==> src/rtl/crt_pkg.sv <==
// Shared types, field widths, request and register codes for the chunk reassembly tracker.
// Used by crt_ctrl, crt_dp and chunk_reassembly_tracker; depends on nothing else.
`default_nettype none

package crt_pkg;

    // Default table geometry.
    localparam int IMAGES_DEF = 16;
    localparam int CHUNKS_DEF = 64;

    // Port field widths.
    localparam int REQ_W      = 2;
    localparam int ID_W       = 8;
    localparam int OFF_W      = 24;
    localparam int LEN_W      = 16;
    localparam int HANDLE_W   = 32;
    localparam int RSLOT_W    = 6;
    localparam int SLOT_OUT_W = 6;
    localparam int CNT_OUT_W  = 7;
    localparam int MASK_W     = 16;
    localparam int BYTES_W    = 25;
    localparam int OSIZE_W    = 24;
    localparam int CFG_IDX_W  = 2;
    localparam int CFG_DATA_W = 24;

    // Request codes.
    localparam logic [REQ_W-1:0] REQ_CHUNK   = 2'd0;
    localparam logic [REQ_W-1:0] REQ_READ    = 2'd1;
    localparam logic [REQ_W-1:0] REQ_RELEASE = 2'd2;

    // Configuration register indexes.
    localparam logic [CFG_IDX_W-1:0] CFG_OBJ_SIZE = 2'd0;
    localparam logic [CFG_IDX_W-1:0] CFG_HOLD     = 2'd1;

    localparam logic [OSIZE_W-1:0] OSIZE_RESET = 24'd602112;
    localparam logic               HOLD_RESET  = 1'b0;

    typedef enum logic [1:0] {
        ENT_FREE  = 2'd0,
        ENT_OPEN  = 2'd1,
        ENT_READY = 2'd2
    } entry_status_t;

    // Commands from the controller to the datapath.
    typedef struct packed {
        logic capture;  // latch the input transfer
        logic exec;     // update the entry table and build the result
        logic fill;     // take the descriptor from the memory read register
        logic load;     // move the result into the output register
    } crt_cmd_t;

    // Status from the datapath to the controller.
    typedef struct packed {
        logic need_read;  // current item is a read of a written slot
        logic out_free;   // output register can take a result this cycle
    } crt_stat_t;

endpackage

`default_nettype wire

==> src/rtl/crt_ctrl.sv <==
// Sequencing state machine of the chunk reassembly tracker.
// Depends on crt_pkg for the command and status structs.
`default_nettype none

module crt_ctrl (
    input  wire logic                aclk,
    input  wire logic                aresetn,
    input  wire logic                s_valid,
    output logic                     s_ready,
    output crt_pkg::crt_cmd_t        cmd,
    input  wire crt_pkg::crt_stat_t  stat
);

    typedef enum logic [3:0] {
        S_IDLE   = 4'b0001,
        S_EXEC   = 4'b0010,
        S_READ   = 4'b0100,
        S_COMMIT = 4'b1000
    } state_t;

    state_t state_reg;
    state_t state_next;

    always_ff @(posedge aclk) begin
        if (!aresetn) begin
            state_reg <= S_IDLE;
        end else begin
            state_reg <= state_next;
        end
    end

    always_comb begin
        state_next  = state_reg;
        cmd         = '0;
        s_ready     = 1'b0;
        unique case (state_reg)
            S_IDLE: begin
                s_ready = 1'b1;
                if (s_valid) begin
                    cmd.capture = 1'b1;
                    state_next  = S_EXEC;
                end
            end
            S_EXEC: begin
                cmd.exec   = 1'b1;
                state_next = stat.need_read ? S_READ : S_COMMIT;
            end
            S_READ: begin
                cmd.fill   = 1'b1;
                state_next = S_COMMIT;
            end
            S_COMMIT: begin
                if (stat.out_free) begin
                    cmd.load   = 1'b1;
                    state_next = S_IDLE;
                end
            end
            default: begin
                state_next = S_IDLE;
            end
        endcase
    end

endmodule

`default_nettype wire

==> config.mk <==
export PLATFORM = sky130hd
export DESIGN_NAME = crt_ctrl
export DESIGN_NICKNAME = d
export VERILOG_FILES = /design/src/rtl/crt_pkg.sv /design/src/rtl/crt_ctrl.sv
export SDC_FILE = /design/constraint.sdc
export NUM_CORES = 1
export LEC_CHECK = 0
export BUFFER_PORTS_ARGS = -buffer_cell sky130_fd_sc_hd__buf_2
export CAP_MARGIN = 25
export CORE_AREA = 2 2 39 41
export DETAILED_ROUTE_END_ITERATION = 10
export DIE_AREA = 0 0 41 43
export PLACE_DENSITY_LB_ADDON = 0.12
export SYNTH_ARGS = -nofsm -noshare
export SYNTH_HDL_FRONTEND = slang
export SYNTH_SLANG_ARGS = --single-unit
==> constraint.sdc <==
create_clock -name aclk -period 2.7 [get_ports aclk]
set_clock_uncertainty 0.15 [all_clocks]
set_input_delay 0.27 -clock aclk [delete_from_list [all_inputs] [get_ports aclk]]
set_output_delay 0.27 -clock aclk [all_outputs]
set_load 0.03 [all_outputs]
### Yosys cells after proc, flatten, opt, wreduce, memory -nomap -nowiden

Index checks and enable logic that the tools add are counted.

| cells by class | value |
|---|---|
| add/sub/neg operators | 0 |
| multipliers | 0 |
| div/mod/pow operators | 0 |
| magnitude comparators | 0 |
| equal/unequal tests | 6 |
| shift-type cells | 0 |
| mux-type cells | 11 |
| bitwise operators | 0 |
| reduce and logical (&&, ||, !) cells | 1 |

Operators with widths:

| cell | count |
|---|---|
| one-hot mux 4 bit (4 select lines) | 1 |
| 2-to-1 mux 4 bit | 3 |
| 2-to-1 mux 1 bit | 7 |
| == test 4 x 1 -> 1 bit, second input constant | 1 |
| == test 4 x 2 -> 1 bit, second input constant | 1 |
| == test 4 x 3 -> 1 bit, second input constant | 1 |
| == test 4 bit, second input constant | 1 |
| != test 2 bit, second input constant | 2 |
| AND reduction 2 bit | 1 |

| storage, ports and cells | value |
|---|---|
| bits in registers | 4 |
| latch bits | 0 |
| RAM bits | 0 |
| memory bits (read-only) | 0 |
| input bits | 5 |
| output and inout port bits | 5 |
| logic and storage cells | 19 |
| memories | 0 |

### Longest topological paths before layout

Gate-level depths: netlist of the first run.

| depth | value |
|---|---|
| depth after elaboration | 3 |
| depth in mapped cells | 3 |

### Least setup slack after synthesis of the first run

OpenSTA, ideal clock, no wires.

| timing path | value |
|---|---|
| path type | register to register |
| from | reg state_reg[0] |
| to | reg state_reg[3] |
| setup time | 71 ps |
| arrival time | 1884 ps |
| slack | 595 ps |
| cell stages (with the launch flop) | 4 |
| path buffers | 0 |
| cell sequence | dfxtp_1 -> nor4b_1 -> a21oi_1 -> a21oi_1 |

| between the ends | value |
|---|---|
| word-level cells in the longest chain between the ends | 3 |

RTL lines:

| item | RTL line | RTL |
|---|---|---|
| start: declaration | crt_ctrl.sv:21 | `state_t state_reg;` |
| start signal: assignment | crt_ctrl.sv:28 | `state_reg <= state_next;` |
| == test 4 bit / == test 4 x 1 -> 1 bit (equally long branches) | crt_ctrl.sv:36 | `unique case (state_reg)` |
| != test 2 bit (no line) | -- |  |
| AND reduction 2 bit (no line) | -- |  |

Several ways; a longest one is shown, not always the timed one.
A chain may end at the register's enable or synchronous reset.

==> tab_implementation.tex, run 1 <==
\begin{tabular}{lr}
\hline
Metric & Value \\
\hline
\multicolumn{2}{l}{\textbf{Run status}} \\
Status & complete, no violations \\
\multicolumn{2}{l}{\textbf{STA}} \\
Count of final hold-check violations & 0 \\
Period minus WS final & 1.97 ns \\
Post-route clock period utilization & 72.9\% \\
Setup Viol. Count Final & 0 \\
Slew at the pin closest to its max-slew limit & 0.456 ns \\
FMAX & 508 MHz \\
Setup repair after global routing missed its margin & no \\
Worst slew margin relative to its limit & 69.2\% \\
Fin Setup TNS & 0 ns \\
Final Max Tran Viols & 0 \\
\multicolumn{2}{l}{\textbf{Worst hold path}} \\
Hold/Removal Path Class & in -> reg \\
\multicolumn{2}{l}{\textbf{Floorplan}} \\
Chip Height & 43 µm \\
IO Pins & 10 \\
Horizontal die dimension & 41 µm \\
Placement row count & 14 \\
Effective utilization at floorplan & 16.5\% \\
Core outline area & 1380 µm² \\
Overall die area & 1760 µm² \\
\multicolumn{2}{l}{\textbf{Finish}} \\
Layout Cells excl Fill & 53 \\
Final Net Count & 44 \\
Number of diodes & 0 \\
Number of flip-flops under the largest register name & 4 \\
Share of final-layout standard cells stronger than drive strength 1 & 43.2\% \\
Filler cell count & 159 \\
Synth-to-layout area growth & 38.5\% \\
\multicolumn{2}{l}{\textbf{Synth}} \\
Share of async-settable or async-resettable flops after synthesis & 0\% \\
EDFF count, synth & 0 \\
Count leader, synth & sky130\_fd\_sc\_hd\_\_dfxtp\_1 \\
Share of the synthesized area in the top cell type & 35.2\% \\
Synthesized instance count & 25 \\
Leading post-synthesis cells by cell area & sky130\_fd\_sc\_hd\_\_dfxtp\_1, sky130\_fd\_sc\_hd\_\_nor4b\_1, sky130\_fd\_sc\_hd\_\_nor3b\_1 \\
Syn. warnings & 0 \\
Portion of the post-synthesis area used by sequential elements & 35.2\% \\
Yosys cell types & 17 \\
Yosys reg bits & 4 \\
Synth Flop Type & sky130\_fd\_sc\_hd\_\_dfxtp\_1 \\
Post-synthesis cell area & 228 µm² \\
Average cell area after synthesis & 9.11 µm² \\
Post-Synthesis Net Count & 30 \\
Dominant cell type by area after synthesis & sky130\_fd\_sc\_hd\_\_dfxtp\_1 \\
\multicolumn{2}{l}{\textbf{Global routing}} \\
First-pass GRT wire length & 986 µm \\
Maximum number of pins on one net before global-route repair & 9 \\
Total gr overflow & 0 \\
Total Routing Usage GR & 8.73\% \\
Vias in the first global route & 238 \\
Number of antenna violations at the first check in global routing & 0 \\
\multicolumn{2}{l}{\textbf{Worst setup path}} \\
Slowest cell on the critical path & sky130\_fd\_sc\_hd\_\_or4b\_4 \\
Crit. End Element & primary output \\
Kind of critical path & reg -> out \\
Worst EP arrival & 1.55 ns \\
Worst path cell trace & or4b\_4 -> inv\_2 -> and2\_1 -> buf\_2 \\
Cell class contributing the biggest share of worst-path delay & simple AND/OR/NAND/NOR gates \\
Worst Setup SP & state\_reg[0]\$\_SDFFE\_PN1P\_ \\
Number of logic stages on the critical path including buffering & 4 \\
End of the worst register-to-register path & state\_reg[0]\$\_SDFFE\_PN1P\_ \\
Origin of the critical flop-to-flop path & state\_reg[0]\$\_SDFFE\_PN1P\_ \\
Max FO, Critical Path & 8 \\
Launching element type of the critical path & register \\
Flop-to-flop setup slack & 1.27 ns \\
Largest stage delay on the critical path & 0.52 ns \\
Worst Path Required & 2.28 ns \\
Timing endpoint of the critical path & cmd[3] \\
CP bufs+invs & 2 \\
Number of cells on the worst reg-to-reg path & 3 \\
\multicolumn{2}{l}{\textbf{CTS}} \\
TritonCTS clock tree & built \\
\# resized after CTS & 0 \\
Clock-pin slew on the worst setup and hold paths & 0.04 ns \\
\# hold bufs at CTS & 0 \\
Clock root cell & sky130\_fd\_sc\_hd\_\_clkbuf\_4 \\
Worst-skew pair later-pin latency & 0.23 ns \\
Clock Sink Count & 4 \\
Longest Clk Path Bufs & 2 \\
Setup Fix Bufs, Post-CTS & 0 \\
Number of CTS-inserted buffers & 3 \\
Maximum level of the CTS H-tree & 1 \\
\multicolumn{2}{l}{\textbf{Flow run}} \\
Max cap viols & 0 \\
\multicolumn{2}{l}{\textbf{Place}} \\
I/O Buffers & 9 \\
Number of instances in the placed design & 50 \\
Global placer's final weighted congestion & 0.720 \\
\multicolumn{2}{l}{\textbf{Route}} \\
Vias/cell & 4.43 \\
Routed wire length per instance & 10.8 µm \\
Final routed wirelength across all metal layers & 573 µm \\
Length of the first detailed-routing pass in iterations & 3 \\
Total via count in the routed design & 235 \\
Post-route antenna net violation count & 0 \\
Remaining routing DRC violations & 0 \\
Number of DRC violations after detailed-routing iteration 0 & 3 \\
\multicolumn{2}{l}{\textbf{Pwr}} \\
Power density of the placed cells & 667 nW/µm² \\
Leakage Power & 0.000140 µW \\
Worst IR drop on VDD & 0.000233 V \\
\hline
\end{tabular}
==> worst min path at each step <==
stage,start,endpoint,slack (ns),cells past startpoint
6_report,stat[1],state_reg[2]$_SDFFE_PN0P_,0.13,2
3_5_place_dp,stat[1],state_reg[2]$_SDFFE_PN0P_,0.37,2
5_1_grt,stat[1],state_reg[2]$_SDFFE_PN0P_,0.14,2
2_1_floorplan,aresetn,state_reg[3]$_SDFFE_PN0P_,0.24,2
3_3_place_gp,stat[1],state_reg[2]$_SDFFE_PN0P_,0.37,2
4_1_cts,stat[1],state_reg[2]$_SDFFE_PN0P_,0.13,2
==> per-layer routing <==
layer  up-vias  wire, µm  GRT usage (%)
met1       109       268           11.9
met4         0         0              0
met2         8       243           10.0
met3         0        61           9.42
met5         -         0              0
li1        118         -              -
==> per-stage QoR <==
stage	instance area [µm²]	utilization [%]	power [µW]	worst slack, ns	hold slack (ns)
6_report	315	22.8	210	0.730	0.131
5_1_grt	315	22.8	227	0.632	0.142
4_1_cts	315	22.8	215	0.713	0.125
3_5_place_dp	293	21.2	139	0.972	0.370
3_3_place_gp	293	21.2	139	0.973	0.366
2_1_floorplan	228	-	121	0.595	0.242
==> logic make-up (layout without fill, tap and decap cells) <==
group,Yosys count,in the layout,share of synthesized area [%]
buffers and inverters,2,14,3.29
xor gates and xnor gates,1,1,3.85
and+or+nand+nor,12,12,41.8
AOI/OAI and AO/OA,6,6,15.9
DFF,4,4,35.2
==> cells in the final DEF, fill, tap and decap left out <==
cell type                  count
sky130_fd_sc_hd__o21bai_1      1
sky130_fd_sc_hd__clkbuf_4      3
sky130_fd_sc_hd__and3_1        2
sky130_fd_sc_hd__and2_1        1
sky130_fd_sc_hd__inv_1         1
sky130_fd_sc_hd__buf_2         9
sky130_fd_sc_hd__o21ai_2       1
sky130_fd_sc_hd__nor3_1        1
sky130_fd_sc_hd__and4b_2       1
sky130_fd_sc_hd__inv_2         1
sky130_fd_sc_hd__nor3b_1       2
sky130_fd_sc_hd__nor4b_1       2
sky130_fd_sc_hd__xnor2_1       1
sky130_fd_sc_hd__nor2_1        1
sky130_fd_sc_hd__dfxtp_1       4
sky130_fd_sc_hd__or4b_4        1
sky130_fd_sc_hd__or4b_1        1
sky130_fd_sc_hd__o21ai_0       2
sky130_fd_sc_hd__a21oi_1       2
==> report_power, final <==
| part | internal [µW] | total (µW) | switching [µW] |
|---|---|---|---|
| sequential | 65.7 | 76.5 | 10.8 |
| clock | 49.6 | 72.9 | 23.3 |
| combinational | 26.4 | 61.0 | 34.6 |
| total | 142 | 210 | 68.7 |
==> final cells by class <==
type                       instances  area (µm²)  area share (%)
clock buffer                       3        22.5            7.14
inverter                           2        7.51            2.38
multi-input combinational         19         140            44.4
sequential                         4        80.1            25.4
tap                               16        20.0            6.35
timing repair buffer               9        45.0            14.3
Note: power is estimated with default switching activity, not from simulation.
==> run 2, diff against run 1 <==
--- a/config.mk
+++ b/config.mk
@@ -5,6 +5,7 @@
 export SDC_FILE = /design/constraint.sdc
 export NUM_CORES = 1
 export LEC_CHECK = 0
+export ABC_AREA = 1
 export BUFFER_PORTS_ARGS = -buffer_cell sky130_fd_sc_hd__buf_2
 export CAP_MARGIN = 25
 export CORE_AREA = 2 2 39 41
==> constraint.sdc (replaced) <==
create_clock -name aclk -period 1.9 [get_ports aclk]
set_clock_uncertainty 0.15 [all_clocks]
set_input_delay 0.19 -clock aclk [delete_from_list [all_inputs] [get_ports aclk]]
set_output_delay 0.19 -clock aclk [all_outputs]
set_load 0.03 [all_outputs]
==> run 2 against run 1 <==
Against the previous run: global-route usage shrank 1.2 points; final cell count grew 25%; final area grew 0.40%; register-to-register slack lost 0.40 ns; critical endpoint unchanged; sequential power grew 22%; synthesized area grew 0.55%; utilization grew 0.090 points; sequential cell count is the same; setup slack lost 0.30 ns.
==> tab_implementation.tex, run 2 <==
\begin{tabular}{lr}
\hline
Metric & Value \\
\hline
\multicolumn{2}{l}{\textbf{Route}} \\
Vias/cell & 3.64 (-18\%) \\
Remaining routing DRC violations & 0 (unchanged) \\
Routed wire length per instance & 7.08 µm (-35\%) \\
Routed metal-1 wire length & 224 µm (-16\%) \\
Total via count in the routed design & 240 (+2.1\%) \\
Number of DRC violations after detailed-routing iteration 0 & 5 (+2) \\
Met3 wire length & 57 µm (-6.6\%) \\
Length of the first detailed-routing pass in iterations & 2 (-1) \\
Topmost layer with routed signal wires & met4 \\
WL met2 & 166 µm (-32\%) \\
Final routed wirelength across all metal layers & 467 µm (-18\%) \\
Post-route antenna net violation count & 0 (unchanged) \\
\multicolumn{2}{l}{\textbf{Floorplan}} \\
Core outline area & 1380 µm² (unchanged) \\
Horizontal die dimension & 41 µm (unchanged) \\
Effective utilization at floorplan & 16.5\% (+0.090 points) \\
Overall die area & 1760 µm² (unchanged) \\
Placement row count & 14 (unchanged) \\
IO Pins & 10 (unchanged) \\
Chip Height & 43 µm (unchanged) \\
\multicolumn{2}{l}{\textbf{Finish}} \\
Share of final-layout standard cells stronger than drive strength 1 & 32.0\% (-11 points) \\
Final Net Count & 57 (+30\%) \\
Synth-to-layout area growth & 38.3\% \\
Most common library cell in the layout ignoring fill and taps & sky130\_fd\_sc\_hd\_\_inv\_1 \\
Number of diodes & 0 (unchanged) \\
Number of flip-flops under the largest register name & 4 (unchanged) \\
Most used cells in the layout excluding fill and tap cells & sky130\_fd\_sc\_hd\_\_inv\_1, sky130\_fd\_sc\_hd\_\_buf\_2, sky130\_fd\_sc\_hd\_\_nor2\_1, sky130\_fd\_sc\_hd\_\_nand2\_1, sky130\_fd\_sc\_hd\_\_dfxtp\_1 \\
\multicolumn{2}{l}{\textbf{Worst setup path}} \\
Slowest cell on the critical path & sky130\_fd\_sc\_hd\_\_dfxtp\_1 \\
CP bufs+invs & 1 (-1) \\
Cell class contributing the biggest share of worst-path delay & simple AND/OR/NAND/NOR gates \\
Worst path cell trace & nor2\_2 -> nand2\_2 -> nor2\_1 -> buf\_2 \\
Worst Path Required & 1.56 ns (-0.72 ns) \\
Crit. End Element & primary output \\
Kind of critical path & reg -> out \\
Worst EP arrival & 1.13 ns (-0.42 ns) \\
Largest stage delay on the critical path & 0.32 ns (-0.20 ns) \\
Launching element type of the critical path & register \\
Max FO, Critical Path & 5 (-3) \\
\multicolumn{2}{l}{\textbf{STA}} \\
Setup repair after global routing missed its margin & no \\
FMAX & 681 MHz \\
Count of final hold-check violations & 0 (unchanged) \\
Final Max Tran Viols & 0 (unchanged) \\
Worst slew margin relative to its limit & 87.5\% (+18 points) \\
Fin Setup TNS & 0 ns (unchanged) \\
Setup Viol. Count Final & 0 (unchanged) \\
Slew at the pin closest to its max-slew limit & 0.187 ns (-0.269 ns) \\
Period minus WS final & 1.47 ns \\
Post-route clock period utilization & 77.3\% \\
\multicolumn{2}{l}{\textbf{Global routing}} \\
Total gr overflow & 0 (unchanged) \\
Total Routing Usage GR & 7.52\% (-1.2 points) \\
First-pass GRT wire length & 779 µm (-21\%) \\
Maximum number of pins on one net before global-route repair & 6 (-3) \\
Number of antenna violations at the first check in global routing & 0 (unchanged) \\
Vias in the first global route & 207 (-13\%) \\
\multicolumn{2}{l}{\textbf{Synth}} \\
Portion of the post-synthesis area used by sequential elements & 35.0\% (-0.19 points) \\
Share of async-settable or async-resettable flops after synthesis & 0\% (unchanged) \\
Yosys cell types & 10 (-7) \\
Average cell area after synthesis & 6.03 µm² (-34\%) \\
Share of the synthesized area in the top cell type & 35.0\% (-0.19 points) \\
Synthesized instance count & 38 (+52\%) \\
Yosys reg bits & 4 (unchanged) \\
Post-Synthesis Net Count & 43 (+43\%) \\
Syn. warnings & 0 (unchanged) \\
EDFF count, synth & 0 (unchanged) \\
Post-synthesis cell area & 229 µm² (+0.55\%) \\
Count leader, synth & sky130\_fd\_sc\_hd\_\_inv\_1 \\
Dominant cell type by area after synthesis & sky130\_fd\_sc\_hd\_\_dfxtp\_1 \\
Synth Flop Type & sky130\_fd\_sc\_hd\_\_dfxtp\_1 \\
Synth cell count leaders & sky130\_fd\_sc\_hd\_\_inv\_1, sky130\_fd\_sc\_hd\_\_nor2\_1, sky130\_fd\_sc\_hd\_\_nand2\_1, sky130\_fd\_sc\_hd\_\_dfxtp\_1, sky130\_fd\_sc\_hd\_\_nand3\_1 \\
Leading post-synthesis cells by cell area & sky130\_fd\_sc\_hd\_\_dfxtp\_1, sky130\_fd\_sc\_hd\_\_inv\_1, sky130\_fd\_sc\_hd\_\_nor2\_1 \\
\multicolumn{2}{l}{\textbf{Pwr}} \\
Psw & 76.4 µW (+11\%) \\
Worst IR drop on VDD & 0.000283 V (+21\%) \\
Relative contribution of sequential cells to total power & 36.5\% (+0.2 points) \\
Power density of the placed cells & 805 nW/µm² (+21\%) \\
Leakage Power & 0.000202 µW (+44\%) \\
Clock share of power & 41.4\% (+6.7 points) \\
Internal cell power & 178 µW (+26\%) \\
Switching power as a share of total power & 30.0\% (-2.6 points) \\
Post-route total power & 255 µW (+21\%) \\
Power share of the combinational group & 22.1\% (-6.9 points) \\
\multicolumn{2}{l}{\textbf{Worst hold path}} \\
Hold/Removal Path Class & in -> reg \\
\multicolumn{2}{l}{\textbf{CTS}} \\
Number of CTS-inserted buffers & 3 (unchanged) \\
Clock-pin slew on the worst setup and hold paths & 0.03 ns (about the same) \\
Setup Fix Bufs, Post-CTS & 0 (unchanged) \\
\# hold bufs at CTS & 0 (unchanged) \\
Clock root cell & sky130\_fd\_sc\_hd\_\_clkbuf\_4 \\
\# resized after CTS & 0 (unchanged) \\
Worst-skew pair later-pin latency & 0.24 ns (about the same) \\
Maximum level of the CTS H-tree & 1 (unchanged) \\
Longest Clk Path Bufs & 2 (unchanged) \\
Clock Sink Count & 4 (unchanged) \\
TritonCTS clock tree & built \\
\multicolumn{2}{l}{\textbf{Flow run}} \\
Max cap viols & 0 (unchanged) \\
\multicolumn{2}{l}{\textbf{Place}} \\
I/O Buffers & 9 (unchanged) \\
Global placer's final weighted congestion & 0.592 (-18\%) \\
Placed wire-length estimate after detailed placement & 395 µm \\
\multicolumn{2}{l}{\textbf{Run status}} \\
Status & complete, no violations \\
\hline
\end{tabular}
run 2: changes by cell type after synthesis, moves of 2 or more:
| cell | delta |
|---|---|
| sky130_fd_sc_hd__nand2_1 | +5 |
| sky130_fd_sc_hd__nand3_1 | +3 |
| sky130_fd_sc_hd__o21ai_0 | -2 |
| sky130_fd_sc_hd__nor2_1 | +5 |
| sky130_fd_sc_hd__nor2_2 | +2 |
| sky130_fd_sc_hd__a21oi_1 | -2 |
| sky130_fd_sc_hd__inv_1 | +12 |
| sky130_fd_sc_hd__and3_1 | -2 |
| sky130_fd_sc_hd__nor4b_1 | -2 |
| sky130_fd_sc_hd__nor3b_1 | -2 |
run 2: logic make-up (layout without fill, tap and decap cells):
group	count (synthesis)	in the layout	synth area share (%)
simple gates	20	20	39.9
buf+inv	13	25	21.3
flops	4	4	35.0
compound gates	1	1	3.83
run 2: power by group through the flow:
stage          Combinational [µW]  Clock [µW]  Sequential (µW)
2_1_floorplan                41.2           0             93.9
3_3_place_gp                 57.5           0             94.7
3_5_place_dp                 56.5           0             94.5
4_1_cts                      56.9         108             93.3
5_1_grt                      61.8         115             94.1
6_report                     56.2         105             93.1
run 2: worst reg2reg max path, cell delays in order (launching register included):
cell and delay (ns):
sky130_fd_sc_hd__dfxtp_1 0.35, sky130_fd_sc_hd__inv_1 0.05, sky130_fd_sc_hd__nor2_1 0.12, sky130_fd_sc_hd__nand2_1 0.11
sky130_fd_sc_hd__nand4_1 0.10, sky130_fd_sc_hd__nand2_1 0.05
run 2: layout make-up:
| cell class | count | area, µm² |
|---|---|---|
| timing repair buffer | 9 | 45.0 |
| multi-input combinational | 21 | 100 |
| clock buffer | 3 | 22.5 |
| sequential | 4 | 80.1 |
| inverter | 13 | 48.8 |
| tap | 16 | 20.0 |
| fill | 169 | 1070 |
run 2: path summary, 6_finish.rpt:
check / depth (start not counted) / end / slack [ns] / startpoint
worst max-delay path: 4 / cmd[3] / 0.43 / state_reg[3]$_SDFFE_PN0P_
worst min-delay path: 3 / state_reg[3]$_SDFFE_PN0P_ / 0.03 / aresetn
worst max register to register: 5 / state_reg[0]$_SDFFE_PN1P_ / 0.87 / state_reg[1]$_SDFFE_PN0P_
worst min register to register: 3 / state_reg[1]$_SDFFE_PN0P_ / 0.45 / state_reg[1]$_SDFFE_PN0P_
run 2: per-stage QoR:
stage               worst slack [ns]  utilization [%]  hold slack, ns  cells  cell area, µm²
finish                         0.431             22.9          0.0277     66             317
global route                   0.249             22.9          0.0413     66             317
detailed placement             0.678             21.2           0.270     63             294
global placement               0.664             21.2           0.277     63             294
CTS                            0.420             22.9          0.0254     66             317
floorplan                      0.597                -           0.138     38             229
run 2: per-layer routing:
metal / GRT usage [%] / vias to the layer above
met1: 9.58 / 86
met2: 6.56 / 12
met4: 10.0 / 0
li1: - / 138
met3: 4.71 / 4
met5: 0 / -
==> run 3, diff against run 2 <==
--- a/config.mk
+++ b/config.mk
@@ -5,7 +5,7 @@
 export SDC_FILE = /design/constraint.sdc
 export NUM_CORES = 1
 export LEC_CHECK = 0
-export ABC_AREA = 1
+export ABC_AREA = 0
 export BUFFER_PORTS_ARGS = -buffer_cell sky130_fd_sc_hd__buf_2
 export CAP_MARGIN = 25
 export CORE_AREA = 2 2 39 41
==> constraint.sdc (replaced) <==
create_clock -name aclk -period 1.43 [get_ports aclk]
set_clock_uncertainty 0.15 [all_clocks]
set_input_delay 0.143 -clock aclk [delete_from_list [all_inputs] [get_ports aclk]]
set_output_delay 0.143 -clock aclk [all_outputs]
set_load 0.03 [all_outputs]
==> run 3 against run 2 <==
Against the previous run: the flow now finishes with violations (setup timing); register-to-register slack lost 1.0 ns; utilization grew 13 points; largest power group is now combinational logic; critical endpoint unchanged; combinational power grew to 4.5 times the previous value; sequential share of layout area shrank 8.5 points; sequential cell count is the same; via count grew 14%; die area is the same; critical path depth is the same; non-clock buffer count grew 11; clock-buffer cell count is the same; final cell count shrank 3.0%.
==> tab_implementation.tex, run 3 (same netlist as run 1, synthesis figures left out) <==
\begin{tabular}{lr}
\hline
Metric & Value \\
\hline
\multicolumn{2}{l}{\textbf{Finish}} \\
Synth-to-layout area growth & 116\% \\
Most common library cell in the layout ignoring fill and taps & sky130\_fd\_sc\_hd\_\_buf\_4 \\
Filler cell count & 152 (-10\%) \\
Number of flip-flops under the largest register name & 4 (unchanged) \\
Layout Cells excl Fill & 64 (-3.0\%) \\
Share of final-layout standard cells stronger than drive strength 1 & 70.8\% (+39 points) \\
Final Net Count & 55 (-3.5\%) \\
Layout Utilization & 35.5\% (+13 points) \\
Register area & 82.6 µm² (+3.1\%) \\
Most used cells in the layout excluding fill and tap cells & sky130\_fd\_sc\_hd\_\_buf\_4, sky130\_fd\_sc\_hd\_\_buf\_6, sky130\_fd\_sc\_hd\_\_buf\_2, sky130\_fd\_sc\_hd\_\_clkbuf\_4 \\
Number of diodes & 0 (unchanged) \\
Post-route standard cell area excluding fillers & 492 µm² (+55\%) \\
Area occupied by multi-input gates & 191 µm² (+91\%) \\
\multicolumn{2}{l}{\textbf{STA}} \\
Slew at the pin closest to its max-slew limit & 0.251 ns (+0.0639 ns) \\
Setup Viol. Count Final & 7 (+7) \\
Worst slew margin relative to its limit & 83.2\% (-4.3 points) \\
Post-route setup slack & -0.254 ns (-0.685 ns) \\
Setup repair after global routing missed its margin & yes \\
Post-route clock period utilization & 118\% \\
Final Max Tran Viols & 0 (unchanged) \\
Count of final hold-check violations & 0 (unchanged) \\
FMAX & 594 MHz \\
Period minus WS final & 1.68 ns \\
\multicolumn{2}{l}{\textbf{Pwr}} \\
Worst IR drop on VDD & 0.000493 V (+74\%) \\
Leakage Power & 0.000214 µW (+6.1\%) \\
Power density of the placed cells & 1050 nW/µm² (+30\%) \\
\multicolumn{2}{l}{\textbf{Global routing}} \\
Met3 track demand over resource in global routing & 7.85\% (+3.1 points) \\
GR Util met2 & 13.1\% (+6.6 points) \\
Busiest metal layer after global routing & met2 \\
Total Routing Usage GR & 9.75\% (+2.2 points) \\
First-pass GRT wire length & 1.12 mm (+43\%) \\
Number of antenna violations at the first check in global routing & 0 (unchanged) \\
Maximum number of pins on one net before global-route repair & 8 (+2) \\
Vias in the first global route & 277 (+34\%) \\
Global routing met1 resource utilization & 11.9\% (+2.4 points) \\
Total gr overflow & 0 (unchanged) \\
\multicolumn{2}{l}{\textbf{Floorplan}} \\
Horizontal die dimension & 41 µm (unchanged) \\
Placement row count & 14 (unchanged) \\
Chip Height & 43 µm (unchanged) \\
Effective utilization at floorplan & 16.5\% (-0.090 points) \\
Overall die area & 1760 µm² (unchanged) \\
IO Pins & 10 (unchanged) \\
Core outline area & 1380 µm² (unchanged) \\
\multicolumn{2}{l}{\textbf{CTS}} \\
Maximum level of the CTS H-tree & 1 (unchanged) \\
Number of CTS-inserted buffers & 3 (unchanged) \\
Longest Clk Path Bufs & 2 (unchanged) \\
Clock Sink Count & 4 (unchanged) \\
Worst-skew pair later-pin latency & 0.23 ns (about the same) \\
Clock-pin slew on the worst setup and hold paths & 0.04 ns (about the same) \\
TritonCTS clock tree & built \\
\# hold bufs at CTS & 0 (unchanged) \\
Clock root cell & sky130\_fd\_sc\_hd\_\_clkbuf\_4 \\
\multicolumn{2}{l}{\textbf{Route}} \\
Length of the first detailed-routing pass in iterations & 2 (unchanged) \\
Vias/cell & 4.28 (+18\%) \\
Final routed wirelength across all metal layers & 719 µm (+54\%) \\
Post-route antenna net violation count & 0 (unchanged) \\
Remaining routing DRC violations & 0 (unchanged) \\
Routed wire length per instance & 11.2 µm (+59\%) \\
Number of DRC violations after detailed-routing iteration 0 & 2 (-3) \\
Total via count in the routed design & 274 (+14\%) \\
\multicolumn{2}{l}{\textbf{Worst setup path}} \\
Number of cells on the worst reg-to-reg path & 5 (unchanged) \\
End of the worst register-to-register path & state\_reg[0]\$\_SDFFE\_PN1P\_ \\
Kind of critical path & reg -> out \\
Max FO, Critical Path & 2 (-3) \\
Flop-to-flop setup slack & -0.16 ns (-1.03 ns) \\
Origin of the critical flop-to-flop path & state\_reg[1]\$\_SDFFE\_PN0P\_ \\
Launching element type of the critical path & register \\
Crit. End Element & primary output \\
Worst Path Required & 1.14 ns (-0.42 ns) \\
Worst EP arrival & 1.39 ns (+0.26 ns) \\
\multicolumn{2}{l}{\textbf{Place}} \\
Placed wire-length estimate after detailed placement & 518 µm (+31\%) \\
Number of instances in the placed design & 56 (-11\%) \\
Global placer's final weighted congestion & 0.713 (+21\%) \\
I/O Buffers & 9 (unchanged) \\
Post-placement cell area & 368 µm² (+25\%) \\
Post-placement worst setup slack & -0.0940 ns (-0.772 ns) \\
\multicolumn{2}{l}{\textbf{Run status}} \\
Status & finished with violations \\
Failing checks & setup timing \\
\multicolumn{2}{l}{\textbf{Worst hold path}} \\
Hold Crit Depth & 2 (-1) \\
Endpoint of the worst hold-timing path & state\_reg[2]\$\_SDFFE\_PN0P\_ \\
Hold/Removal Path Class & in -> reg \\
Hold Path Origin & stat[1] \\
\multicolumn{2}{l}{\textbf{Flow run}} \\
Max cap viols & 0 (unchanged) \\
\hline
\end{tabular}
## run 3: layout make-up
class / instances / share of cell area (%)
clock buffers: 3 / 4.58
well taps: 16 / 4.07
repair buffers: 20 / 33.1
multi-input cells: 19 / 38.9
flip-flops and latches: 4 / 16.8
inverters: 2 / 2.54
## run 3: worst max path at each step
| stage | depth (start not counted) | startpoint | end |
|---|---|---|---|
| after floorplan | 3 | state_reg[2]$_SDFFE_PN0P_ | state_reg[3]$_SDFFE_PN0P_ |
| after global placement | 4 | state_reg[1]$_SDFFE_PN0P_ | state_reg[0]$_SDFFE_PN1P_ |
| after detailed placement | 4 | state_reg[1]$_SDFFE_PN0P_ | cmd[3] |
| after CTS | 4 | state_reg[2]$_SDFFE_PN0P_ | cmd[3] |
| after global routing | 4 | state_reg[1]$_SDFFE_PN0P_ | cmd[3] |
| final | 4 | state_reg[1]$_SDFFE_PN0P_ | cmd[3] |
## run 3: routing by layer
layer / routed length, µm / share of wire, % / up-vias
met5: 0 / 0 / -
met4: 0 / 0 / 0
met3: 50 / 7.0 / 0
met2: 354 / 49 / 8
met1: 315 / 44 / 123
li1: - / - / 143
## run 3: per-stage QoR
step / total power, µW / hold WS (ns) / TNS (ns)
after floorplan: 252 / 0.115 / -0.213
after global placement: 316 / 0.255 / -0.223
after detailed placement: 318 / 0.256 / -0.238
after CTS: 477 / 0.0151 / -0.966
after global routing: 553 / 0.0170 / -1.35
final: 516 / 0.0158 / -1.02
## run 3: worst max-delay path, stage by stage, from the launching register on
cell and delay (ns):
sky130_fd_sc_hd__dfxtp_1 0.30, sky130_fd_sc_hd__or4b_4 0.56, sky130_fd_sc_hd__clkinv_4 0.06, sky130_fd_sc_hd__and2_4 0.12, sky130_fd_sc_hd__buf_6 0.12
## run 3: report_power, final
part	internal, µW	switching [µW]	total [µW]
registers	125	5.38	130
logic	131	120	251
clock network	93.5	41.3	135
## run 3: repair_timing
action	4_1_cts	5_1_grt
pin swaps	2	2
endpoints found under the setup margin	7	7
resized for setup	10	10
buffers inserted	1	4
